[config.mk]
export PLATFORM = sky130hd
export DESIGN_NAME = shv_queue
export DESIGN_NICKNAME = d
export VERILOG_FILES = /design/src/hw/rtl/shv_pkg.sv /design/src/hw/rtl/shv_queue.sv
export SDC_FILE = /design/constraint.sdc
export NUM_CORES = 1
export LEC_CHECK = 0
export BUFFER_PORTS_ARGS = -buffer_cell sky130_fd_sc_hd__buf_2
export CAP_MARGIN = 20
export CORE_MARGIN = 2
export CORE_UTILIZATION = 35
export DETAILED_ROUTE_END_ITERATION = 8
export SETUP_SLACK_MARGIN = 0.05
export SYNTH_ARGS = -nofsm -noshare
export SYNTH_HDL_FRONTEND = slang
export SYNTH_SLANG_ARGS = --single-unit
[constraint.sdc]
create_clock -name clk -period 4.34 [get_ports clk]
set_input_delay 0.217 -clock clk [delete_from_list [all_inputs] [get_ports clk]]
set_output_delay 0.217 -clock clk [all_outputs]
set_load 0.02 [all_outputs]
[src/hw/rtl/shv_pkg.sv]
// Shared constants, codes and record types of the RGB shade core.
`default_nettype none
package shv_pkg;

  localparam int FRAC_BITS  = 16;
  localparam int CH_W       = 16;
  localparam int UNIT_W     = FRAC_BITS + 1;
  localparam int SHADE_W    = 16;
  localparam int SHADE_FRAC = 12;
  localparam int QUO_W      = 22;
  localparam int NUM_W      = 38;
  localparam int DIV_STEPS  = QUO_W;
  localparam int HUE_W      = 25;
  localparam int QDEPTH     = 4;
  localparam int QPTR_W     = 2;
  localparam int QCNT_W     = 3;

  localparam logic [SHADE_W-1:0] SHADE_RESET = 16'd4096;
  localparam logic [UNIT_W-1:0]  ONE_Q  = UNIT_W'(1 << FRAC_BITS);
  localparam logic [UNIT_W-1:0]  HALF_Q = UNIT_W'(1 << (FRAC_BITS - 1));

  localparam logic [HUE_W-1:0] DEG_60  = HUE_W'(60 << FRAC_BITS);
  localparam logic [HUE_W-1:0] DEG_120 = HUE_W'(120 << FRAC_BITS);
  localparam logic [HUE_W-1:0] DEG_180 = HUE_W'(180 << FRAC_BITS);
  localparam logic [HUE_W-1:0] DEG_240 = HUE_W'(240 << FRAC_BITS);
  localparam logic [HUE_W-1:0] DEG_360 = HUE_W'(360 << FRAC_BITS);

  // Reciprocal of fifteen, exact for dividends below two to the 21.
  localparam logic [21:0] RECIP_15 = 22'd2236963;
  localparam int          RECIP_SH = 25;

  // Which channel holds the maximum.
  localparam logic [1:0] SEC_RED   = 2'd0;
  localparam logic [1:0] SEC_GREEN = 2'd1;
  localparam logic [1:0] SEC_BLUE  = 2'd2;

  typedef struct packed {
    logic [UNIT_W-1:0] l;
    logic              grey;
    logic [1:0]        sector;
    logic              neg;
    logic [NUM_W-1:0]  hnum;
    logic [UNIT_W-1:0] hdiv;
    logic [NUM_W-1:0]  snum;
    logic [UNIT_W-1:0] sdiv;
  } cls_t;

  typedef struct packed {
    logic [UNIT_W-1:0] l;
    logic              grey;
    logic [1:0]        sector;
    logic              neg;
    logic [QUO_W-1:0]  sq;
    logic [QUO_W-1:0]  hq;
  } dres_t;

endpackage
`default_nettype wire

[src/hw/rtl/shv_queue.sv]
// Short queue of classified jobs between the front and back parts.
`default_nettype none
module shv_queue import shv_pkg::*; (
  input  logic clk,
  input  logic rst,
  input  logic push,
  input  cls_t push_rec,
  output logic full,
  input  logic pop,
  output logic valid,
  output cls_t head
);

  cls_t              mem [QDEPTH];
  logic [QPTR_W-1:0] wp, rp;
  logic [QCNT_W-1:0] cnt;

  always_ff @(posedge clk) begin
    if (push) begin
      mem[wp] <= push_rec;
    end
  end

  always_ff @(posedge clk) begin
    if (rst) begin
      wp  <= '0;
      rp  <= '0;
      cnt <= '0;
    end else begin
      if (push) wp <= wp + 1'b1;
      if (pop)  rp <= rp + 1'b1;
      case ({push, pop})
        2'b10:   cnt <= cnt + 1'b1;
        2'b01:   cnt <= cnt - 1'b1;
        default: cnt <= cnt;
      endcase
    end
  end

  assign full  = (cnt == QCNT_W'(QDEPTH));
  assign valid = (cnt != '0);
  assign head  = mem[rp];

endmodule
`default_nettype wire

# Word-level counts from Yosys, hierarchy flattened

Memory sizes are Yosys's and may differ from the RTL's. A register that Yosys moved wholly into a read port is not among the register bits.
Cells that the tools add are included.

Bits of input ports: 135
Word-level logic and storage cells: 18
Memories kept: 1
Output and inout port bits: 133
RAM bits: 524
Bits in registers: 7

Muxes and demuxes: 5
Reduce and logical (&&, ||, !) cells: 2
Add/sub/neg operators: 4
Eq/ne operators: 3

Memory list:

| name | depth | bits a word | read ports | clocked after memory_dff | write ports | line            | text |
|---|---|---|---|---|---|---|---|
| mem  | 4     | 131         | 1          | 1                        | 1           | shv_queue.sv:14 | `cls_t mem [QDEPTH];` |

Operators with widths:

| kind                  | count |
|---|---|
| $pmux W3 S2           | 1 |
| $add A2 B1 Y2 const B | 2 |
| $mux W2               | 2 |
| $add A3 B1 Y3 const B | 1 |
| $eq A3 B3 Y1 const B  | 1 |
| $reduce_bool A3 Y1    | 1 |
| $sub A3 B1 Y3 const B | 1 |
| $eq A2 B1 Y1 const B  | 1 |
| $eq A2 B2 Y1 const B  | 1 |
| $mux W1               | 2 |
| $reduce_bool A2 Y1    | 1 |

# Logic depth before layout (Yosys ltp)

Depth after elaboration: 3
Gate-level depth with buffers: 7

# Least setup slack after synthesis

Ideal clock, no wire load.

Kind: register to register
From: reg wp[0]
To: mem mem[0][0] (netlist name), enable pin
Data required time: 3.835 ns
Clock period less this slack: 4.053 ns
Setup slack: 0.287 ns
Cell stages (with the launch flop): 4
Data arrival time: 3.547 ns
Setup time: 0.505 ns
Cell sequence: dfxtp_1 -> inv_1 -> ha_1 -> and2_1

RTL lines:

| what                     | line            | text |
|---|---|---|
| start: declaration       | shv_queue.sv:15 | `logic [QPTR_W-1:0] wp, rp;` |
| start signal: assignment | shv_queue.sv:30 | `if (push) wp <= wp + 1'b1;` |
| end: declaration         | shv_queue.sv:14 |  |

Straight into the memory's write port.

==> impl_metrics.yaml <==
outcome:
  status: "complete, no violations"
floorplanning:
  die_y_um: 239
  core_area_um2: 54900
  die_x_um: 239
  io_pins: 268
  die_area_um2: 57300
  std_cell_rows: 86
  start_util_pct: 35.3
drt:
  wl_met3_um: 2350
  highest_layer: "met5"
  drt-pass1-iter-count: 7
  ant_nets: 0
  num_vias: 9166
  wl_met2_um: 19400
  drc_errors: 0
  wl_met1_um: 16700
  wire_per_inst_um: 20.4
  drtIter0Drc: 459
  wl_um: 39300
  viasPerCell: 4.76
critical_path:
  worstSetupPathType: "register to output pin"
  startpoint_type: "register"
  r2r-start: "wp[0]"
  crit_path_top_delay_cell: "dfxtp_4"
  endpoint_kind: "output pin"
  worst_ep_required_time_ns: 4.12
  slowest_delay_ns: 0.83
  ff2ff_setup_slack_ns: 2.07
  worst-path-max-fanout: 47
  cp.buffers_inverters: 2
  path_delay_family: "flip-flops"
  crit_chain: "buf_12, mux4_2, buf_2"
  critPathArrivalTime_ns: 2.70
synth:
  avgSynthCellArea_um2: 26.5
  ys_async_sr_fraction_pct: 0
  yosysSeqAreaShare_pct: 82.1
  synth_flop_cell: "edfxtp_1"
  yosys_register_bits: 533
  ys_warn_count: 0
  syn_inst: 732
  ys_types: 21
  synthesis.area_um2: 19400
  syn_nets: 873
  synth_edf_count: 524
timing:
  slew_headroom_pct: 35.1
  hold_violations: 0
  period_share_pct: 67.1
  setup_viol: 0
  setup_slack_ns: 1.43
  fmax_mhz: 343
  slew_viol_final: 0
  tightest_slew_ns: 0.974
  rsz0062_at_grt: "false"
  finalSetupTns_ns: 0
  post-route-min-period_ns: 2.91
  fin_worst_skew_ns: 0.0112
place:
  dp_hpwl_um: 22700
  place_ws_ns: 1.92
  port_buffers: 267
  gp_congestion: 0.710
  dp_cells: 1689
finish:
  final_common_cell: "edfxtp_1"
  final_core_util_pct: 44.9
  nets: 1318
  stdcell_count: 1925
  drive_gt1_share_pct: 40.7
  layout_common_cells: "edfxtp_1, buf_2, dlygate4sd3_1, mux4_2, clkbuf_16"
  area_growth_pct: 27.1
power:
  p_leak_uw: 0.00831
  ir_drop_mv: 0.363
  p_per_area_nw_per_um2: 479
worst_hold_path:
  hold_class: "input port to register"
  min_from: "push_rec[116]"
global_routing:
  antenna_found_initial: 3
  grt_usage_pct: 13.6
  grt_max_degree: 57
  overflow: 0
  grt_pass1_wl_um: 58900
  grt_pass1_vias: 9957
clock_network:
  clkSlewWorstSetupHoldPaths_ns: 0.06
  cts_resized: 0
  postCtsSetupBuffers: 0
  root_buffer: "clkbuf_16"
  cts_buffers: 56
  clk_latency_ns: 0.59
  cts_sinks: 533
  cts_max_level: 2
  clockBufferDepth: 3
  postCtsHoldBufs: 134
  cts_tree: "done"
run:
  drv_cap: 0
power breakdown:
part / switching [µW] / internal [µW]
Sequential: 84.9 / 5920
Clock: 1880 / 2620
Combinational: 733 / 563
Total: 2700 / 9100
stage by stage:
step	hold slack, ns	power [µW]	area [µm²]
finish	0.378	11800	24600
global route	0.349	12300	24600
CTS	0.324	12000	24600
detailed placement	0.434	7340	21600
global placement	0.429	7320	21600
floorplan	0.316	6890	19400
routing by layer:
layer / vias to the layer above / global-route usage, %
li1: 4055 / -
met1: 4788 / 17.8
met2: 248 / 22.6
met3: 71 / 3.61
met4: 4 / 3.86
met5: - / 0
final cells by class:
type                    instances  area [µm²]
diodes                          1        2.50
repair buffers                418        2890
flip-flops and latches        533       15900
clock buffers                  67        1460
fillers                      4669       30200
well taps                     704         881
clock inverters                34         267
multi-input cells             162        3190
inverters                       6        22.5
Yosys cell counts, types with 3 or more instances:
library cell	n	area (µm²)
clkbuf_1	3	11.3
mux4_2	131	2950
and2_1	4	25.0
nor2_1	8	30.0
buf_8	10	150
inv_1	6	22.5
ha_1	5	62.6
buf_2	14	70.1
buf_4	3	22.5
xor2_1	3	26.3
dfxtp_1	9	180
edfxtp_1	524	15700
path summary, 6_finish.rpt:
check	depth (start not counted)	to
worst max-delay path	3	head[4]
worst min register to register	2	cnt[2]
worst min-delay path	2	mem[2][116]
worst max register to register	4	mem[2][5]
state kept, by name (all words and copies together), names as in the netlist, named ones only:
register  count
cnt           3
rp            2
wp            2
mem         524
kinds of logic after synthesis:
| kind of cell | share of synthesized area [%] |
|---|---|
| adders and majority gates | 0.426 |
| and+or+nand+nor | 0.400 |
| DFF | 82.1 |
| AOI/OAI and AO/OA | 0.0774 |
| buffers and inverters | 1.48 |
| muxes | 15.3 |
| xor gates and xnor gates | 0.226 |
Note: power is estimated with default switching activity, not from simulation.
