[src/hw/rtl/shv_pkg.sv]
// Shared constants, codes and record types of the RGB shade core.
`default_nettype none
package shv_pkg;

  localparam int FRAC_BITS  = 16;
  localparam int CH_W       = 16;
  localparam int UNIT_W     = FRAC_BITS + 1;
  localparam int SHADE_W    = 16;
  localparam int SHADE_FRAC = 12;
  localparam int QUO_W      = 22;
  localparam int NUM_W      = 38;
  localparam int DIV_STEPS  = QUO_W;
  localparam int HUE_W      = 25;
  localparam int QDEPTH     = 4;
  localparam int QPTR_W     = 2;
  localparam int QCNT_W     = 3;

  localparam logic [SHADE_W-1:0] SHADE_RESET = 16'd4096;
  localparam logic [UNIT_W-1:0]  ONE_Q  = UNIT_W'(1 << FRAC_BITS);
  localparam logic [UNIT_W-1:0]  HALF_Q = UNIT_W'(1 << (FRAC_BITS - 1));

  localparam logic [HUE_W-1:0] DEG_60  = HUE_W'(60 << FRAC_BITS);
  localparam logic [HUE_W-1:0] DEG_120 = HUE_W'(120 << FRAC_BITS);
  localparam logic [HUE_W-1:0] DEG_180 = HUE_W'(180 << FRAC_BITS);
  localparam logic [HUE_W-1:0] DEG_240 = HUE_W'(240 << FRAC_BITS);
  localparam logic [HUE_W-1:0] DEG_360 = HUE_W'(360 << FRAC_BITS);

  // Reciprocal of fifteen, exact for dividends below two to the 21.
  localparam logic [21:0] RECIP_15 = 22'd2236963;
  localparam int          RECIP_SH = 25;

  // Which channel holds the maximum.
  localparam logic [1:0] SEC_RED   = 2'd0;
  localparam logic [1:0] SEC_GREEN = 2'd1;
  localparam logic [1:0] SEC_BLUE  = 2'd2;

  typedef struct packed {
    logic [UNIT_W-1:0] l;
    logic              grey;
    logic [1:0]        sector;
    logic              neg;
    logic [NUM_W-1:0]  hnum;
    logic [UNIT_W-1:0] hdiv;
    logic [NUM_W-1:0]  snum;
    logic [UNIT_W-1:0] sdiv;
  } cls_t;

  typedef struct packed {
    logic [UNIT_W-1:0] l;
    logic              grey;
    logic [1:0]        sector;
    logic              neg;
    logic [QUO_W-1:0]  sq;
    logic [QUO_W-1:0]  hq;
  } dres_t;

endpackage
`default_nettype wire

[src/hw/rtl/shv_div.sv]
// Pipelined restoring divider, one quotient bit per stage, two lanes.
`default_nettype none
module shv_div import shv_pkg::*; (
  input  logic  clk,
  input  logic  rst,
  input  logic  adv,
  input  logic  in_valid,
  input  cls_t  rec,
  output logic  pop,
  output logic  out_valid,
  output dres_t res
);

  typedef struct packed {
    logic [UNIT_W-1:0] rem;
    logic [QUO_W-1:0]  wd;
  } dlane_t;

  typedef struct packed {
    logic [UNIT_W-1:0] l;
    logic              grey;
    logic [1:0]        sector;
    logic              neg;
    logic [UNIT_W-1:0] hdiv;
    logic [UNIT_W-1:0] sdiv;
  } side_t;

  logic [DIV_STEPS-1:0] v_q;
  dlane_t hl_q [DIV_STEPS];
  dlane_t sl_q [DIV_STEPS];
  dlane_t hl_d [DIV_STEPS];
  dlane_t sl_d [DIV_STEPS];
  side_t  sb_q [DIV_STEPS];
  dlane_t hl0, sl0;
  side_t  side0;

  function automatic dlane_t div_step(input dlane_t x, input logic [UNIT_W-1:0] d);
    logic [UNIT_W:0] t;
    logic            ge;
    dlane_t          y;
    t     = {x.rem, x.wd[QUO_W-1]};
    ge    = (t >= {1'b0, d});
    y.rem = ge ? UNIT_W'(t - {1'b0, d}) : t[UNIT_W-1:0];
    y.wd  = {x.wd[QUO_W-2:0], ge};
    return y;
  endfunction

  always_comb begin
    hl0.rem      = UNIT_W'(rec.hnum[NUM_W-1:QUO_W]);
    hl0.wd       = rec.hnum[QUO_W-1:0];
    sl0.rem      = UNIT_W'(rec.snum[NUM_W-1:QUO_W]);
    sl0.wd       = rec.snum[QUO_W-1:0];
    side0.l      = rec.l;
    side0.grey   = rec.grey;
    side0.sector = rec.sector;
    side0.neg    = rec.neg;
    side0.hdiv   = rec.hdiv;
    side0.sdiv   = rec.sdiv;
    hl_d[0] = div_step(hl0, side0.hdiv);
    sl_d[0] = div_step(sl0, side0.sdiv);
    for (int k = 1; k < DIV_STEPS; k++) begin
      hl_d[k] = div_step(hl_q[k-1], sb_q[k-1].hdiv);
      sl_d[k] = div_step(sl_q[k-1], sb_q[k-1].sdiv);
    end
  end

  always_ff @(posedge clk) begin
    if (rst) begin
      v_q <= '0;
    end else if (adv) begin
      v_q <= {v_q[DIV_STEPS-2:0], in_valid};
    end
  end

  always_ff @(posedge clk) begin
    if (adv) begin
      sb_q[0] <= side0;
      for (int k = 1; k < DIV_STEPS; k++) begin
        sb_q[k] <= sb_q[k-1];
      end
      for (int k = 0; k < DIV_STEPS; k++) begin
        hl_q[k] <= hl_d[k];
        sl_q[k] <= sl_d[k];
      end
    end
  end

  assign pop        = adv && in_valid;
  assign out_valid  = v_q[DIV_STEPS-1];
  assign res.l      = sb_q[DIV_STEPS-1].l;
  assign res.grey   = sb_q[DIV_STEPS-1].grey;
  assign res.sector = sb_q[DIV_STEPS-1].sector;
  assign res.neg    = sb_q[DIV_STEPS-1].neg;
  assign res.sq     = sl_q[DIV_STEPS-1].wd;
  assign res.hq     = hl_q[DIV_STEPS-1].wd;

endmodule
`default_nettype wire

[config.mk]
export PLATFORM = sky130hd
export DESIGN_NAME = shv_div
export DESIGN_NICKNAME = d
export VERILOG_FILES = /design/src/hw/rtl/shv_pkg.sv /design/src/hw/rtl/shv_div.sv
export SDC_FILE = /design/constraint.sdc
export NUM_CORES = 2
export LEC_CHECK = 0
export BUFFER_PORTS_ARGS = -buffer_cell sky130_fd_sc_hd__buf_2
export CAP_MARGIN = 40
export CORE_MARGIN = 4
export CORE_UTILIZATION = 35
export CTS_BUF_LIST = sky130_fd_sc_hd__clkbuf_2 sky130_fd_sc_hd__clkbuf_4 sky130_fd_sc_hd__clkbuf_8
export CTS_CLUSTER_DIAMETER = 150
export CTS_CLUSTER_SIZE = 28
export DETAILED_ROUTE_END_ITERATION = 16
export GPL_ROUTABILITY_DRIVEN = 0
export SLEW_MARGIN = 5
export SYNTH_ARGS = -nofsm -noshare
export SYNTH_HDL_FRONTEND = slang
export SYNTH_SLANG_ARGS = --single-unit
[constraint.sdc]
create_clock -name clk -period 5.9 [get_ports clk]
set_clock_uncertainty 0.15 [all_clocks]
set_input_delay 0 -clock clk [delete_from_list [all_inputs] [get_ports clk]]
set_output_delay 0 -clock clk [all_outputs]
set_load 0.05 [all_outputs]
Yosys cells after proc, flatten, opt, wreduce, memory -nomap -nowiden --
Memory sizes are Yosys's and may differ from the RTL's. Index checks and enable logic that the tools add are counted. W data, S select, Z words.
Storage, ports and cells: bits in registers 22, memory bits (writable) 2926, bits of input ports 135, memories 3
Operators by class: add/subtract/negate cells 44, $lt $le $gt $ge 44, muxes and demuxes 46, reductions and logical operators 1
Memories:
- sb_q | depth 22, width 55, read ports 22, clocked after memory_dff 0, wr ports 22, line shv_div.sv:33 | side_t sb_q [DIV_STEPS];
- hl_q | depth 22, width 39, read ports 22, clocked after memory_dff 0, wr ports 22, line shv_div.sv:29 | dlane_t hl_q [DIV_STEPS];
- sl_q | depth 22, width 39, read ports 22, clocked after memory_dff 0, wr ports 22, line shv_div.sv:30 | dlane_t sl_q [DIV_STEPS];
Operators with widths (number):
- $ge A18 B17 Y1 | 42
- $mux W17 | 44
- $sub A17 B17 Y17 | 44
- $ge A17 B17 Y1 | 2
- $mux W1 | 2
- $logic_and A1 B1 Y1 | 1

Logic depth before layout (Yosys ltp) --
An unclocked memory read counts as a cell.
depth in word-level cells 3, gate-level depth with buffers 13, gate-level depth less buffers 12

Least setup slack after synthesis --
No wires, ideal clock.
path kind reg-to-reg, start point memory sl_q[0][99] (netlist name), end point memory sl_q[0][147] (netlist name) (data pin), arrival time 3.030 ns, path slack 2.460 ns, cell stages (with the launch flop) 13, period minus slack after synthesis 3.440 ns, cell sequence edfxtp_1 inv_1 ha_1 inv_1 fa_1 a21oi_1 o22ai_1 o22ai_2 a211oi_1 o311a_1 a2111oi_4 buf_6 mux2_4
RTL lines (line):
- from (decl) | shv_div.sv:30

==> results.yml <==
setup_path:
  cp_common_cell: "dlygate4sd3_1"
  start_kind: "input pin"
  cp_data_arrival_time_ns: 5.43
  critPathMaxStageDelay_ns: 0.58
  crit_required_ns: 6.66
  path_class: "input pin to flop"
  slowest_stage: "dlygate4sd3_1"
  crit_fanout: 24
  crit_path_end_kind: "flop"
  cp_cell_sequence: "dlygate4sd3_1 > dlygate4sd3_1 > buf_2 > dlygate4sd3_1 > inv_1 > ha_1 > nand3_1 > nor4_1 > nand4_1 > o2bb2ai_1 > o21ai_2 > buf_4 > nor2_1 > dlygate4sd3_1 > a21oi_1 > dlygate4sd3_1"
status:
  run_status: "completed"
yosys:
  synth_cell_types: 102
  synth-main-ff-cell: "edfxtp_1"
  ys_ff_latch: 2880
  ys_warn_count: 0
  synthesis.nets: 10700
  syn_area_um2: 133000
  avgSynthCellArea_um2: 13.6
  synthCells: 9762
  synthArstFlopShare_pct: 0
  synth_edf_count: 2858
  synth-seq-area-share_pct: 65.0
timing:
  rsz0062_at_grt: "false"
  slew_violations: 0
  worst_slew_pin_slew_ns: 1.05
  setup_viol: 0
  tns_ns: 0
  period_share_pct: 79.1
  hold_viol_final: 0
  slew_headroom_pct: 29.8
  min_period_ns: 4.67
  fmax_ghz: 0.214
clocking:
  clk_latency_ns: 1.06
  cts_resized: 0
  cts.path.max_buffers: 4
  cts_buffers: 119
  clockRootBuffer: "clkbuf_8"
  cts_max_level: 3
  cts_tree: "built"
  clk_pin_slew_ns: 0.17
  clock_sinks: 2880
global_route:
  grt_usage_pct: 12.4
  grt_pass1_wl_mm: 403
  overflow: 0
  first_global_vias: 78300
  antenna_found_initial: 3
  grt_max_degree: 170
min_path:
  hp-class: "input pin to flop"
pwr:
  p_per_area_nw_per_um2: 446
  peakVddDrop_v: 0.000209
  p_leak_nw: 55.3
floorplan:
  die_x_um: 624
  core-area_um2: 377000
  rows: 225
  die_y_um: 624
  io_pins: 202
  die_area_um2: 389000
  start_util_pct: 35.3
place:
  placed_cells: 14800
  port_buffers: 201
  post-dp-hpwl_mm: 177
routing:
  avgRoutedWirePerCell_um: 16.3
  wl_met2_mm: 128
  dr.first_iter.drc_count: 5510
  met1_length_mm: 101
  drtAntennaViolNets: 0
  vias: 76800
  drcViolationCount: 0
  drt_first_pass_iters: 6
  met3_length_mm: 8.55
  routed_wirelength_mm: 250
  avgViaCountPerCell: 4.99
  dr.max_layer_used: "met5"
flow_run:
  drv_cap: 0
finish:
  area_growth_pct: 10.1
  final_common_cell: "edfxtp_1"
  final_cell_mix: "2858 x edfxtp_1, 992 x inv_1, 748 x ha_1"
  drive_gt1_share_pct: 8.50
  nets: 11300
  fin_cells: 15400
[layout make-up]
type / count / area (um^2)
antenna: 3 / 7.51
clock buffer: 143 / 1840
clock inverter: 10 / 125
fill: 34600 / 230000
inverter: 995 / 3740
multi-input combinational: 5677 / 41800
sequential: 2880 / 86300
tap: 4994 / 6250
timing repair buffer: 693 / 6200
[path summary, 6_finish.rpt]
path | from | to | depth (start not counted) | slack [ns]
hold reg to reg | sb_q[1][373]$_DFFE_PP_ | sb_q[1][428]$_DFFE_PP_ | 0 | 0.25
setup reg to reg | sl_q[1][294]$_DFFE_PP_ | sl_q[2][25]$_DFFE_PP_ | 11 | 1.87
setup / recovery | rec[69] | hl_q[0][22]$_DFFE_PP_ | 16 | 1.23
hold / removal | rec[86] | hl_q[0][15]$_DFFE_PP_ | 3 | 0.15
[state kept, by name (all words and copies together) (netlist names)]
signal and count:
sb_q 1176, sl_q 841, v_q 22, hl_q 841
[per-stage QoR]
stage                     setup slack, ns  utilization [%]  hold WS [ns]  cell area [um^2]  total power, mW
after global routing                 1.12             38.8        0.0814            146000             69.8
after global placement               1.83             37.1        0.0287            140000             55.7
after detailed placement             1.77             37.2        0.0281            140000             57.2
after floorplan                      2.46                -       -0.0776            133000             50.4
after CTS                            1.54             38.8        0.0148            146000             65.5
final                                1.23             38.8         0.148            146000             65.2
[Yosys cell counts, drive strengths merged, types with 65 or more instances]
library cell / number / share of area [%]
nand3: 118 / 0.44
nand4: 106 / 0.50
a211oi: 130 / 0.74
xor2: 213 / 1.4
nor2b: 81 / 0.38
o21ai: 618 / 2.3
o31ai: 87 / 0.52
clkbuf: 118 / 0.33
nand2b: 81 / 0.38
o21a: 158 / 0.89
a21o: 248 / 1.4
nor2: 503 / 1.4
a31oi: 65 / 0.32
edfxtp: 2858 / 65
a21oi: 538 / 2.0
inv: 995 / 2.8
o21bai: 78 / 0.44
nand2: 516 / 1.5
ha: 748 / 7.0
nor3: 108 / 0.42
buf: 92 / 0.49
xnor2: 257 / 1.7
mux2: 347 / 3.0
[where the power goes]
part | switching, mW | internal (mW) | total [mW]
Combinational | 14.9 | 12.3 | 27.2
Clock | 5.77 | 2.07 | 7.83
Sequential | 2.16 | 28.0 | 30.1
Total | 22.8 | 42.3 | 65.2
[layer usage]
layer	up-vias	global-route usage, %
met5	-	0
met4	4	5.79
met3	584	1.42
met2	1914	22.7
met1	37100	14.3
li1	37300	-
[worst max-delay path, delay by kind of cell]
family | cells | cell delay (ns)
AOI/OAI and AO/OA | 3 | 0.61
and+or+nand+nor | 4 | 1.10
adders and majority gates | 1 | 0.42
buffers and inverters | 8 | 3.30
[timing repair]
item	CTS	global route
setup endpoints to repair	0	0
buffers inserted	0	0
hold buffers	408	0
endpoints found under the hold margin	2860	0
[cell families (layout without fill, tap and decap cells)]
group                      Yosys count  in the layout  share of synthesized area (%)
AOI/OAI and AO/OA                 2249           2249                           10.9
xor gates and xnor gates           470            470                           3.10
adders and majority gates          790            790                           7.68
buffers and inverters             1205           1841                           3.64
DFF                               2880           2880                           65.0
muxes                              411            411                           3.44
other                                0              3                              0
and+or+nand+nor                   1757           1757                           6.32
(Power assumes the default switching activity.)
