`config.mk`:
```
export PLATFORM = sky130hd
export DESIGN_NAME = shv_front_flat
export DESIGN_NICKNAME = d
export VERILOG_FILES = /design/src/hw/rtl/shv_pkg.sv /design/src/hw/rtl/shv_ifs.sv /design/src/hw/rtl/shv_front.sv /design/src/flat_wrapper.sv
export SDC_FILE = /design/constraint.sdc
export NUM_CORES = 1
export LEC_CHECK = 0
export BUFFER_PORTS_ARGS = -buffer_cell sky130_fd_sc_hd__buf_4
export CAP_MARGIN = 15
export CELL_PAD_IN_SITES_DETAIL_PLACEMENT = 1
export CELL_PAD_IN_SITES_GLOBAL_PLACEMENT = 2
export CORE_ASPECT_RATIO = 1.4
export CORE_MARGIN = 2
export CORE_UTILIZATION = 38
export CTS_CLUSTER_SIZE = 20
export DETAILED_ROUTE_END_ITERATION = 12
export PLACE_DENSITY_LB_ADDON = 0.3
export SYNTH_ARGS = -nofsm -noshare
export SYNTH_HDL_FRONTEND = slang
export SYNTH_SLANG_ARGS = --single-unit
```
`constraint.sdc`:
```
create_clock -name clk -period 30 [get_ports clk]
set_clock_uncertainty 0.15 [all_clocks]
set_input_delay 6 -clock clk [delete_from_list [all_inputs] [get_ports clk]]
set_output_delay 6 -clock clk [all_outputs]
set_load 0.03 [all_outputs]
```
`src/hw/rtl/shv_pkg.sv`:
```
// Shared constants, codes and record types of the RGB shade core.
`default_nettype none
package shv_pkg;

  localparam int FRAC_BITS  = 16;
  localparam int CH_W       = 16;
  localparam int UNIT_W     = FRAC_BITS + 1;
  localparam int SHADE_W    = 16;
  localparam int SHADE_FRAC = 12;
  localparam int QUO_W      = 22;
  localparam int NUM_W      = 38;
  localparam int DIV_STEPS  = QUO_W;
  localparam int HUE_W      = 25;
  localparam int QDEPTH     = 4;
  localparam int QPTR_W     = 2;
  localparam int QCNT_W     = 3;

  localparam logic [SHADE_W-1:0] SHADE_RESET = 16'd4096;
  localparam logic [UNIT_W-1:0]  ONE_Q  = UNIT_W'(1 << FRAC_BITS);
  localparam logic [UNIT_W-1:0]  HALF_Q = UNIT_W'(1 << (FRAC_BITS - 1));

  localparam logic [HUE_W-1:0] DEG_60  = HUE_W'(60 << FRAC_BITS);
  localparam logic [HUE_W-1:0] DEG_120 = HUE_W'(120 << FRAC_BITS);
  localparam logic [HUE_W-1:0] DEG_180 = HUE_W'(180 << FRAC_BITS);
  localparam logic [HUE_W-1:0] DEG_240 = HUE_W'(240 << FRAC_BITS);
  localparam logic [HUE_W-1:0] DEG_360 = HUE_W'(360 << FRAC_BITS);

  // Reciprocal of fifteen, exact for dividends below two to the 21.
  localparam logic [21:0] RECIP_15 = 22'd2236963;
  localparam int          RECIP_SH = 25;

  // Which channel holds the maximum.
  localparam logic [1:0] SEC_RED   = 2'd0;
  localparam logic [1:0] SEC_GREEN = 2'd1;
  localparam logic [1:0] SEC_BLUE  = 2'd2;

  typedef struct packed {
    logic [UNIT_W-1:0] l;
    logic              grey;
    logic [1:0]        sector;
    logic              neg;
    logic [NUM_W-1:0]  hnum;
    logic [UNIT_W-1:0] hdiv;
    logic [NUM_W-1:0]  snum;
    logic [UNIT_W-1:0] sdiv;
  } cls_t;

  typedef struct packed {
    logic [UNIT_W-1:0] l;
    logic              grey;
    logic [1:0]        sector;
    logic              neg;
    logic [QUO_W-1:0]  sq;
    logic [QUO_W-1:0]  hq;
  } dres_t;

endpackage
`default_nettype wire

```
`src/hw/rtl/shv_ifs.sv`:
```
// Channel interfaces of the RGB shade core.
`default_nettype none
interface shv_pix_if;
  logic        valid;
  logic        ready;
  logic [15:0] red_in;
  logic [15:0] green_in;
  logic [15:0] blue_in;
  modport source(output valid, red_in, green_in, blue_in, input ready);
  modport sink(input valid, red_in, green_in, blue_in, output ready);
endinterface

`default_nettype wire

```
`src/hw/rtl/shv_front.sv`:
```
// Front stage: accepts colours and classifies them into division jobs.
`default_nettype none
module shv_front import shv_pkg::*; (
  input  logic     clk,
  input  logic     rst,
  shv_pix_if.sink  pix,
  input  logic     q_full,
  output logic     push,
  output cls_t     push_rec
);

  localparam logic [UNIT_W:0] TWO_Q = (UNIT_W + 1)'(2 << FRAC_BITS);

  logic              fv;
  cls_t              rec;
  cls_t              rec_next;
  logic [UNIT_W-1:0] r, g, b, mx, mn, delta, mag;
  logic [UNIT_W:0]   sum;
  logic signed [UNIT_W:0] num;
  logic [21:0]       m60;

  function automatic logic [UNIT_W-1:0] to_unit(input logic [CH_W-1:0] v);
    return {1'b0, v} + {{(UNIT_W-1){1'b0}}, &v};
  endfunction

  always_comb begin
    r = to_unit(pix.red_in);
    g = to_unit(pix.green_in);
    b = to_unit(pix.blue_in);
    mx = r;
    if (g > mx) mx = g;
    if (b > mx) mx = b;
    mn = r;
    if (g < mn) mn = g;
    if (b < mn) mn = b;
    sum   = {1'b0, mx} + {1'b0, mn};
    delta = mx - mn;
    rec_next.l    = sum[UNIT_W:1];
    rec_next.grey = (mx == mn);
    if (sum[UNIT_W:1] <= HALF_Q) begin
      rec_next.sdiv = sum[UNIT_W-1:0];
    end else begin
      rec_next.sdiv = UNIT_W'(TWO_Q - sum);
    end
    if (r == mx) begin
      rec_next.sector = SEC_RED;
      num = $signed({1'b0, g}) - $signed({1'b0, b});
    end else if (g == mx) begin
      rec_next.sector = SEC_GREEN;
      num = $signed({1'b0, b}) - $signed({1'b0, r});
    end else begin
      rec_next.sector = SEC_BLUE;
      num = $signed({1'b0, r}) - $signed({1'b0, g});
    end
    rec_next.neg  = num[UNIT_W];
    mag           = num[UNIT_W] ? UNIT_W'(-num) : num[UNIT_W-1:0];
    m60           = 22'(mag) * 22'd60;
    rec_next.hnum = {m60, {FRAC_BITS{1'b0}}};
    rec_next.hdiv = delta;
    rec_next.snum = {5'b0, delta, {FRAC_BITS{1'b0}}};
  end

  always_ff @(posedge clk) begin
    if (rst) begin
      fv <= 1'b0;
    end else if (pix.valid && pix.ready) begin
      fv <= 1'b1;
    end else if (push) begin
      fv <= 1'b0;
    end
  end

  always_ff @(posedge clk) begin
    if (pix.valid && pix.ready) begin
      rec <= rec_next;
    end
  end

  assign push      = fv && !q_full;
  assign push_rec  = rec;
  assign pix.ready = !fv || !q_full;

endmodule
`default_nettype wire

```
`src/flat_wrapper.sv`:
```
// flat-port wrapper written by rule: the top's interface ports become plain ports
module shv_front_flat import shv_pkg::*;
  (clk, rst, q_full, push, push_rec, pix_valid, pix_red_in, pix_green_in, pix_blue_in, pix_ready);
  shv_pix_if pix_i ();
  input  logic clk;
  input  logic rst;
  input  logic q_full;
  output logic push;
  output cls_t push_rec;
  input wire logic [$bits(pix_i.valid)-1:0] pix_valid;
  input wire logic [$bits(pix_i.red_in)-1:0] pix_red_in;
  input wire logic [$bits(pix_i.green_in)-1:0] pix_green_in;
  input wire logic [$bits(pix_i.blue_in)-1:0] pix_blue_in;
  output wire logic [$bits(pix_i.ready)-1:0] pix_ready;
  assign pix_i.valid = pix_valid;
  assign pix_i.red_in = pix_red_in;
  assign pix_i.green_in = pix_green_in;
  assign pix_i.blue_in = pix_blue_in;
  assign pix_ready = pix_i.ready;
  shv_front u_core (.clk(clk), .rst(rst), .pix(pix_i), .q_full(q_full), .push(push), .push_rec(push_rec));
endmodule
```
* Word-level counts from Yosys, hierarchy flattened
Cells that the tools add are included.
** Word-level totals
- Register bits after elaboration :: 76
- Logic and storage cells :: 47
** Operators by class
- Add/sub/neg operators :: 10
- $mul :: 1
- Order comparisons :: 5
- Equal/unequal tests :: 3
- Muxes and demuxes :: 11
- Reductions and logical operators :: 9
** Operators with widths (count)
- $mux 17 :: 6
- $sub 17x17->18 :: 3
- $add 16x1->17 :: 3
- $eq 17x17->1 :: 3
- $reduce_and 16->1 :: 3
- $mux 18 :: 2
- $gt 17x17->1 :: 2
- $lt 17x17->1 :: 2
- $mul 17x4->20 const B :: 1
- $add 17x17->18 :: 1
- $le 17x16->1 const B :: 1
- $neg 17->17 :: 1
- $sub 1x17->17 const A :: 1
- $sub 17x17->17 :: 1
- $logic_and 1x1->1 :: 2
- $logic_not 1->1 :: 2
- $mux 1 :: 2
- $mux 2 :: 1
- $reduce_bool 2->1 :: 1
- $logic_or 1x1->1 :: 1

* Logic depth before layout (Yosys ltp)
Gate-level depths: netlist of run 1.
- Depth in word-level cells :: 12
- Gate-level depth with buffers :: 60

* Worst setup path after synthesis of run 1
No wires, ideal clock.
- Kind :: input-to-reg
- From :: input port pix_green_in[11]
- To :: register u_core.rec (netlist bit u_core.push_rec[108]) (data pin)
- Library setup time :: 0.265 ns
- Arrival time :: 17.520 ns
- Data required time :: 29.585 ns
- Setup slack :: 12.065 ns
- Cell stages on the path :: 58
- Path buffers :: 6
- Cell sequence :: clkbuf_1 > nand4_1 > or2_2 > nor3_1 > ha_1 > clkbuf_1 > nand2_1 > xor2_1 > ha_1 > a21oi_1 > maj3_2 > maj3_2 > maj3_2 > o41a_1 > o21a_1 > buf_2 > buf_1 > o21ai_0 > [22 not listed] > inv_1 > fa_1 > inv_1 > ha_1 > o21ai_0 > a21boi_0 > o21ai_0 > a21boi_0 > o21ai_0 > a21boi_0 > o21ai_0 > a21boi_0 > o21ai_0 > a21boi_0 > o21ai_0 > a21boi_0 > or4_1 > nand3_1
** Between the ends
- Word-level cells in the longest chain between the ends :: 12
** RTL lines
- from (decl) :: RTL line flat_wrapper.sv:12 : input wire logic [$bits(pix_i.green_in)-1:0] pix_green_in;
- $reduce_and 16->1 :: RTL line shv_front.sv:23 : return {1'b0, v} + {{(UNIT_W-1){1'b0}}, &v};
- $add 16x1->17 * :: RTL line shv_front.sv:23
- $gt 17x17->1 :: RTL line shv_front.sv:31 : if (g > mx) mx = g;
- $mux 17 :: RTL line shv_front.sv:31
- $gt 17x17->1 :: RTL line shv_front.sv:32 : if (b > mx) mx = b;
- $mux 17 :: RTL line shv_front.sv:32
- $eq 17x17->1 :: RTL line shv_front.sv:48 : end else if (g == mx) begin
- $mux 18 :: RTL line shv_front.sv:48
- $mux 18 * :: RTL line shv_front.sv:45 : if (r == mx) begin
- $neg 17->17 :: RTL line shv_front.sv:56 : mag = num[UNIT_W] ? UNIT_W'(-num) : num[UNIT_W-1:0];
- $mux 17 * :: RTL line shv_front.sv:56
- $mul 17x4->20 * :: RTL line shv_front.sv:57 : m60 = 22'(mag) * 22'd60;
- via u_core.m60[20] :: RTL line shv_front.sv:20 : logic [21:0] m60;
- to (signal assigned) :: RTL line shv_front.sv:75 : rec <= rec_next;
- to (decl) :: RTL line shv_front.sv:15 : cls_t rec;
The timed path passes the listed nets; every way through them passes the cells marked *.
A chain may end at the register's enable or synchronous reset.

* Worst setup path in the final report of run 1
- From :: input port pix_red_in[1]
- To :: register u_core.rec (netlist bit u_core.push_rec[108]) (data pin)
** Between the ends
- Word-level cells in the longest chain between the ends :: 12
** RTL lines
- from (decl) :: RTL line flat_wrapper.sv:11 : input wire logic [$bits(pix_i.red_in)-1:0] pix_red_in;
- $reduce_and 16->1 :: RTL line shv_front.sv:23
- $add 16x1->17 * :: RTL line shv_front.sv:23
- $gt 17x17->1 :: RTL line shv_front.sv:31
- $mux 17 :: RTL line shv_front.sv:31
- $gt 17x17->1 :: RTL line shv_front.sv:32
- $mux 17 :: RTL line shv_front.sv:32
- $eq 17x17->1 :: RTL line shv_front.sv:48
- $mux 18 :: RTL line shv_front.sv:48
- $mux 18 * :: RTL line shv_front.sv:45
- $neg 17->17 :: RTL line shv_front.sv:56
- $mux 17 * :: RTL line shv_front.sv:56
- $mul 17x4->20 * :: RTL line shv_front.sv:57
- via u_core.m60[20] :: RTL line shv_front.sv:20
Marks and branches as above.

==> results of run 1 <==
-- metrics by stage --
stage | setup WS (ns) | utilization
after floorplan | 12.07 | -
after global placement | 10.46 | 0.4277
after detailed placement | 9.928 | 0.4277
after CTS | 10.26 | 0.4360
after global routing | 8.983 | 0.4360
final | 10.22 | 0.4360
-- critical path: cells and delay by family --
| kind | cells | cell delay [ns] |
|---|---|---|
| xor gates and xnor gates | 3 | 1.29 |
| adders and majority gates | 10 | 3.63 |
| and+or+nand+nor | 13 | 3.14 |
| AOI/OAI and AO/OA | 23 | 4.94 |
| buffers and inverters | 6 | 0.67 |
-- cell usage after synthesis (6+ instances only) --
cell,count,share of area
sky130_fd_sc_hd__nand2_1,134,0.038
sky130_fd_sc_hd__o21bai_1,13,0.0074
sky130_fd_sc_hd__a211oi_1,14,0.0080
sky130_fd_sc_hd__o21ai_0,96,0.036
sky130_fd_sc_hd__nand4_1,25,0.012
sky130_fd_sc_hd__inv_1,154,0.044
sky130_fd_sc_hd__a311oi_1,6,0.0040
sky130_fd_sc_hd__a31o_2,6,0.0040
sky130_fd_sc_hd__xnor2_1,136,0.090
sky130_fd_sc_hd__o21a_1,17,0.0097
sky130_fd_sc_hd__and3_1,9,0.0043
sky130_fd_sc_hd__clkbuf_1,35,0.010
sky130_fd_sc_hd__fa_1,27,0.041
sky130_fd_sc_hd__nor3_1,39,0.015
sky130_fd_sc_hd__and2_1,11,0.0052
sky130_fd_sc_hd__ha_1,129,0.12
sky130_fd_sc_hd__maj3_1,14,0.011
sky130_fd_sc_hd__and4_1,7,0.0046
sky130_fd_sc_hd__o31ai_1,21,0.012
sky130_fd_sc_hd__nor4_1,15,0.0071
sky130_fd_sc_hd__nor2b_1,15,0.0071
sky130_fd_sc_hd__mux2_2,18,0.015
sky130_fd_sc_hd__or3_1,12,0.0057
sky130_fd_sc_hd__xor2_1,50,0.033
sky130_fd_sc_hd__or2_2,7,0.0033
sky130_fd_sc_hd__buf_4,58,0.033
sky130_fd_sc_hd__or4_1,9,0.0051
sky130_fd_sc_hd__buf_2,10,0.0038
sky130_fd_sc_hd__o211ai_1,12,0.0068
sky130_fd_sc_hd__a31oi_1,14,0.0066
sky130_fd_sc_hd__a21oi_1,98,0.037
sky130_fd_sc_hd__o21ai_1,7,0.0027
sky130_fd_sc_hd__o311ai_0,13,0.0086
sky130_fd_sc_hd__a21boi_0,11,0.0063
sky130_fd_sc_hd__nand3_1,59,0.022
sky130_fd_sc_hd__nand2b_1,12,0.0057
sky130_fd_sc_hd__edfxtp_1,74,0.17
sky130_fd_sc_hd__mux2i_1,25,0.019
sky130_fd_sc_hd__nor2_1,110,0.031
sky130_fd_sc_hd__a21o_1,7,0.0040
-- registers in the layout, indices dropped and copies added, names as in the netlist --
signal and cells:
u_core.push_rec 74, u_core.fv 1
-- area by class of cell --
| cell class | instances | area, µm² |
|---|---|---|
| timing repair buffer | 172 | 1291 |
| tap | 451 | 564.3 |
| clock buffer | 9 | 225.2 |
| clock inverter | 7 | 57.56 |
| multi-input combinational | 1341 | 9913 |
| fill | 4190 | 19250 |
| sequential | 75 | 2242 |
| inverter | 157 | 589.3 |
-- cell families after synthesis --
family | synth area share
AND/OR/NAND/NOR | 0.1817
AO/OA/AOI/OAI | 0.2029
buffers and inverters | 0.09262
XOR/XNOR | 0.1406
adder cells (fa/ha/maj) | 0.1775
flip-flops | 0.1701
multiplexers | 0.03435
other | 0.0002844
-- final timing paths --
path | cells after the start | slack (ns) | end
setup / recovery | 55 | 10.22 | u_core.push_rec[108]
setup reg to reg | 2 | 28.26 | u_core.push_rec[100]
hold / removal | 2 | 0.36 | u_core.fv
hold reg to reg | 2 | 0.36 | u_core.fv
-- routing by layer --
metal	GRT usage	part of all wire	wire length [µm]	vias up
met4	0.1411	0.059	2769	0
li1	-	-	-	6027
met3	0.02231	0.036	1703	87
met5	0	0	0	-
met1	0.2942	0.40	18850	6107
met2	0.4708	0.50	23630	314
==> results.sh, run 1 <==
export IMPL_route_antenna_remaining_nets=0
export IMPL_syn_instance_count=1642
export IMPL_insertedDiodeCount=0
export IMPL_async_reset_ff_frac=0
export IMPL_criticalPathCategory="input port to register"
export IMPL_cts_setup_buffers=0
export IMPL_drtPass1Iterations=5
export IMPL_synth_seq_area_share=0.1701
export IMPL_gpl_final_weighted_congestion=0.9563
export IMPL_startpoint_type="input port"
export IMPL_clk_insertion_delay_late_ns=0.34
export IMPL_finalSetupViolations=0
export IMPL_critical_path_required_ns=29.94
export IMPL_report_final_slew_viol_count=0
export IMPL_clock_tree_htree_level_count=3
export IMPL_smallest_hold_slack_ns=0.3577
export IMPL_timing_fmax_mhz=50.57
export IMPL_drv_max_cap_violation_count=0
export IMPL_cts_repair_resized=0
export IMPL_grt_antenna_before_repair=0
export IMPL_dp_hpwl_mm=39.59
export IMPL_num_io_pins=185
export IMPL_post_synth_num_cell_types=92
export IMPL_finalCritPeriodShare=0.6592
export IMPL_number_of_global_route_vias_before_repair=12800
export IMPL_core_um2=34130
export IMPL_drt_iter0_drc=579
export IMPL_maxSlewHeadroom=0.2631
export IMPL_worstHoldStart="u_core.fv"
export IMPL_postSynthRegisterBits=75
export IMPL_design_area_um2=14880
export IMPL_cts_hold_fix_buffers=0
export IMPL_vias=12540
export IMPL_worst_pin_slew_ns=1.102
export IMPL_worstReg2RegStart="u_core.fv"
export IMPL_worstPathArrival_ns=19.72
export IMPL_drt_total_wl_mm=46.95
export IMPL_outcome="completed"
export IMPL_grt_start_max_net_pins=75
export IMPL_drc_errors=0
export IMPL_die_w_um=161.4
export IMPL_critical_path_startpoint="pix_red_in[1]"
export IMPL_syn_cell_area_um2=13190
export IMPL_holdCritPathClass="register to register"
export IMPL_cp_max_fo=39
export IMPL_grt_pass1_wl_mm=72.41
export IMPL_place_area_um2=14600
export IMPL_clk_transition_reported_paths_ns=0.07
export IMPL_clock_sink_count=75
export IMPL_yosys_warnings=0
export IMPL_most_used_cells_in_the_layout_excluding_fill_and_tap_cells="sky130_fd_sc_hd__buf_4 (172), sky130_fd_sc_hd__inv_1 (154), sky130_fd_sc_hd__xnor2_1 (136)"
export IMPL_critical_path_slowest_cell="sky130_fd_sc_hd__xnor2_1"
export IMPL_share_of_layout_cells_above_drive_strength_1=0.1459
export IMPL_root_buffer="sky130_fd_sc_hd__clkbuf_16"
export IMPL_cts_made_buffers=9
export IMPL_final_cells=2212
export IMPL_portBuffers=145
export IMPL_synth_edf_count=74
export IMPL_final_hold_violation_count=0
export IMPL_final_nets=1964
export IMPL_final_period_minus_worst_setup_slack_ns=19.78
export IMPL_detail_route_vias_per_cell=5.667
export IMPL_cts_root_to_sink_buffers=2
export IMPL_grt_overflow_total=0
export IMPL_avgSynthCellArea_um2=8.030
export IMPL_synth_top_flop_cell="sky130_fd_sc_hd__edfxtp_1"
export IMPL_area_growth_pct=12.88
export IMPL_die_height_um=224.4
export IMPL_worst_path_most_repeated_cell="sky130_fd_sc_hd__o21ai_0"
export IMPL_tns_ns=0
export IMPL_tritoncts="done"
export IMPL_initial_cell_density_of_the_core=0.3863
export IMPL_dpl_cell_count=2196
export IMPL_worst_setup_path_end_kind="register"
export IMPL_unrepaired_setup_endpoints_after_global_routing="no"
export IMPL_floorplan_die_area_um2=36220
export IMPL_routed_wire_per_std_cell_um=21.23
export IMPL_final_common_cell="sky130_fd_sc_hd__buf_4"
export IMPL_globalRouteTotalUtil=0.2575
export IMPL_floorplan_rows=80
export IMPL_max_stage_delay_ns=0.67
Power of run 1 is not shown: default switching activity piles up to over one toggle a cycle in this logic, so the estimate is an artifact.
==> inputs of run 2 (changes only) <==
--- a/config.mk
+++ b/config.mk
@@ -5,13 +5,14 @@
 export SDC_FILE = /design/constraint.sdc
 export NUM_CORES = 1
 export LEC_CHECK = 0
+export ABC_AREA = 1
 export BUFFER_PORTS_ARGS = -buffer_cell sky130_fd_sc_hd__buf_4
 export CAP_MARGIN = 15
 export CELL_PAD_IN_SITES_DETAIL_PLACEMENT = 1
 export CELL_PAD_IN_SITES_GLOBAL_PLACEMENT = 2
 export CORE_ASPECT_RATIO = 1.4
 export CORE_MARGIN = 2
-export CORE_UTILIZATION = 38
+export CORE_UTILIZATION = 33
 export CTS_CLUSTER_SIZE = 20
 export DETAILED_ROUTE_END_ITERATION = 12
 export PLACE_DENSITY_LB_ADDON = 0.3
==> constraint.sdc (replaced) <==
create_clock -name clk -period 19.54 [get_ports clk]
set_clock_uncertainty 0.15 [all_clocks]
set_input_delay 3.908 -clock clk [delete_from_list [all_inputs] [get_ports clk]]
set_output_delay 3.908 -clock clk [all_outputs]
set_load 0.03 [all_outputs]
==> results.sh, run 2 <==
export IMPL_outcome="completed"
export IMPL_drt_iter0_drc=549
export IMPL_floorplan_die_area_um2=43180
export IMPL_criticalPathCategory="input port to register"
export IMPL_ff2ff_setup_slack_ns=17.80
export IMPL_grt_overflow_total=0
export IMPL_synth_xor_area_share=0.08001
export IMPL_power_leakage_nw=8.040
export IMPL_grt_pass1_wl_mm=87.71
export IMPL_clock_sink_count=75
export IMPL_worst_case_setup_margin_in_the_final_layout_ns=2.544
export IMPL_synth_top_flop_cell="sky130_fd_sc_hd__edfxtp_1"
export IMPL_portBuffers=145
export IMPL_synth_seq_area_share=0.1637
export IMPL_grt_start_max_net_pins=75
export IMPL_number_of_global_route_vias_before_repair=14720
export IMPL_worst_pin_slew_ns=0.9370
export IMPL_worst_setup_path_end_kind="register"
export IMPL_cts_setup_buffers=0
export IMPL_syn_cell_area_um2=13700
export IMPL_largest_register_ffs=74
export IMPL_yosys_cell_count_top_type="sky130_fd_sc_hd__nand2_1"
export IMPL_most_used_cells_in_the_layout_excluding_fill_and_tap_cells="sky130_fd_sc_hd__nand2_1 (551), sky130_fd_sc_hd__inv_1 (294), sky130_fd_sc_hd__nand3_1 (196)"
export IMPL_synth_top_cells_by_area="sky130_fd_sc_hd__edfxtp_1 (16%), sky130_fd_sc_hd__nand2_1 (15%), sky130_fd_sc_hd__ha_1 (12%)"
export IMPL_floorplan_rows=88
export IMPL_globalRouteTotalUtil=0.2715
export IMPL_clk_insertion_delay_late_ns=0.34
export IMPL_unrepaired_setup_endpoints_after_global_routing="no"
export IMPL_worstPathArrival_ns=16.96
export IMPL_synthDominantCellAreaShare=0.1622
export IMPL_netlist_top_cells_count="sky130_fd_sc_hd__nand2_1 (551), sky130_fd_sc_hd__inv_1 (294), sky130_fd_sc_hd__nand3_1 (196), sky130_fd_sc_hd__nor2_1 (156), sky130_fd_sc_hd__ha_1 (129)"
export IMPL_async_reset_ff_frac=0
export IMPL_tns_ns=0
export IMPL_final_period_minus_worst_setup_slack_ns=17.00
export IMPL_finalSetupViolations=0
export IMPL_synth_top_family_by_area="simple AND/OR/NAND/NOR gates"
export IMPL_max_stage_delay_ns=0.65
export IMPL_holdCritPathClass="register to register"
export IMPL_report_final_slew_viol_count=0
export IMPL_powerDensity_nw_per_um2=134.7
export IMPL_drtPass1Iterations=6
export IMPL_vias=14090
export IMPL_post_synth_num_cell_types=57
export IMPL_final_hold_violation_count=0
export IMPL_cp_max_fo=30
export IMPL_critical_path_slowest_cell="sky130_fd_sc_hd__xnor2_1"
export IMPL_synth_compound_gate_area_share=0.1041
export IMPL_critical_path_required_ns=19.50
export IMPL_synth_fa_ha_area_frac=0.1573
export IMPL_final_common_cell="sky130_fd_sc_hd__nand2_1"
export IMPL_insertedDiodeCount=0
export IMPL_drc_errors=0
export IMPL_synth_area_leader_cell="sky130_fd_sc_hd__edfxtp_1"
export IMPL_timing_fmax_mhz=58.84
export IMPL_route_antenna_remaining_nets=0
export IMPL_dp_hpwl_mm=50.61
export IMPL_yosys_mux_area_fraction=0
export IMPL_worst_path_most_repeated_cell="sky130_fd_sc_hd__nand2_1"
export IMPL_final_nets=2424
export IMPL_syn_instance_count=2087
export IMPL_yosys_warnings=0
export IMPL_clk_transition_reported_paths_ns=0.07
export IMPL_cts_repair_resized=0
export IMPL_synth_edf_count=74
export IMPL_initial_cell_density_of_the_core=0.3335
export IMPL_gpl_final_weighted_congestion=0.9890
export IMPL_max_vdd_ir_drop_mv=0.05836
export IMPL_avgSynthCellArea_um2=6.564
export IMPL_root_buffer="sky130_fd_sc_hd__clkbuf_16"
export IMPL_drv_max_cap_violation_count=0
export IMPL_share_of_layout_cells_above_drive_strength_1=0.1405
export IMPL_post_route_util=0.3764
export IMPL_clock_tree_htree_level_count=3
export IMPL_grt_antenna_before_repair=1
export IMPL_cts_root_to_sink_buffers=2
export IMPL_drt_total_wl_mm=58.78
export IMPL_cts_made_buffers=9
export IMPL_pre_cts_slack_ns=2.125
export IMPL_detail_route_vias_per_cell=5.103
export IMPL_maxSlewHeadroom=0.3732
export IMPL_startpoint_type="input port"
export IMPL_post_synth_and_or_nand_nor_area_fraction=0.3616
export IMPL_tritoncts="done"
export IMPL_num_io_pins=185
export IMPL_postSynthRegisterBits=75
export IMPL_die_w_um=176.2
export IMPL_routed_wire_per_std_cell_um=21.29
export IMPL_core_um2=41070
export IMPL_cts_hold_fix_buffers=0
export IMPL_die_height_um=245.1
export IMPL_area_growth_pct=12.84
export IMPL_finalCritPeriodShare=0.8698
[run 2: cell types whose count changed in the layout (fill, tap and decap cells not counted), sizes merged, moves of 46 or more]
cell / before / now
inv: 159 / 319
nand2: 134 / 595
nand3: 60 / 218
nor2: 110 / 185
xnor2: 140 / 19
xor2: 55 / 101
[run 2: cells by family after synthesis]
group,after synthesis
flops,75
simple gates,1085
xor+xnor,120
other cells,1
compound gates,247
fa+ha+maj,156
buf+inv,403
[run 2: path summary, 6_finish.rpt]
check	from	endpoint	cells after the start
worst max register to register	u_core.fv	u_core.push_rec[113]	2
worst max-delay path	pix_red_in[8]	u_core.push_rec[108]	65
worst min register to register	u_core.fv	u_core.fv	2
worst min-delay path	u_core.fv	u_core.fv	2
[run 2: where the power goes]
group	internal, mW	switching [mW]
Clock	0.103	0.0765
Sequential	0.339	0.0240
Combinational	0.537	1.00
Total	0.979	1.10
[run 2: per-stage QoR]
step	instances	hold WS (ns)	cell area, µm²	power, mW
6_report	2761	0.3856	15460	2.083
5_1_grt	2761	0.4270	15460	2.278
4_1_cts	2761	0.3880	15460	2.105
3_5_place_dp	2745	0.3807	15140	1.916
3_3_place_gp	2745	0.3674	15140	1.882
2_1_floorplan	2125	0.5260	13840	1.507
[run 2: layer usage]
metal / vias to the layer above / GRT usage / share of wire
met5: - / 0 / 0.00020
met3: 118 / 0.02556 / 0.031
li1: 6937 / - / -
met4: 2 / 0.1529 / 0.062
met1: 6725 / 0.2844 / 0.38
met2: 307 / 0.5225 / 0.52
[run 2: worst max-delay path: cells and delay by family]
family / cells / cell delay (ns)
adders and majority gates: 6 / 2.40
buffers and inverters: 7 / 0.94
xor gates and xnor gates: 3 / 1.16
AOI/OAI and AO/OA: 10 / 1.82
and+or+nand+nor: 39 / 6.63
[run 2: layout make-up]
type	count	area (µm²)
Sequential cell	75	2242
Clock inverter	7	93.84
Multi-Input combinational cell	1647	9788
Tap cell	540	675.6
Timing Repair Buffer	165	1239
Clock buffer	9	225.2
Inverter	318	1194
Fill cell	5403	25610
Power figures use the tool's default switching activity.
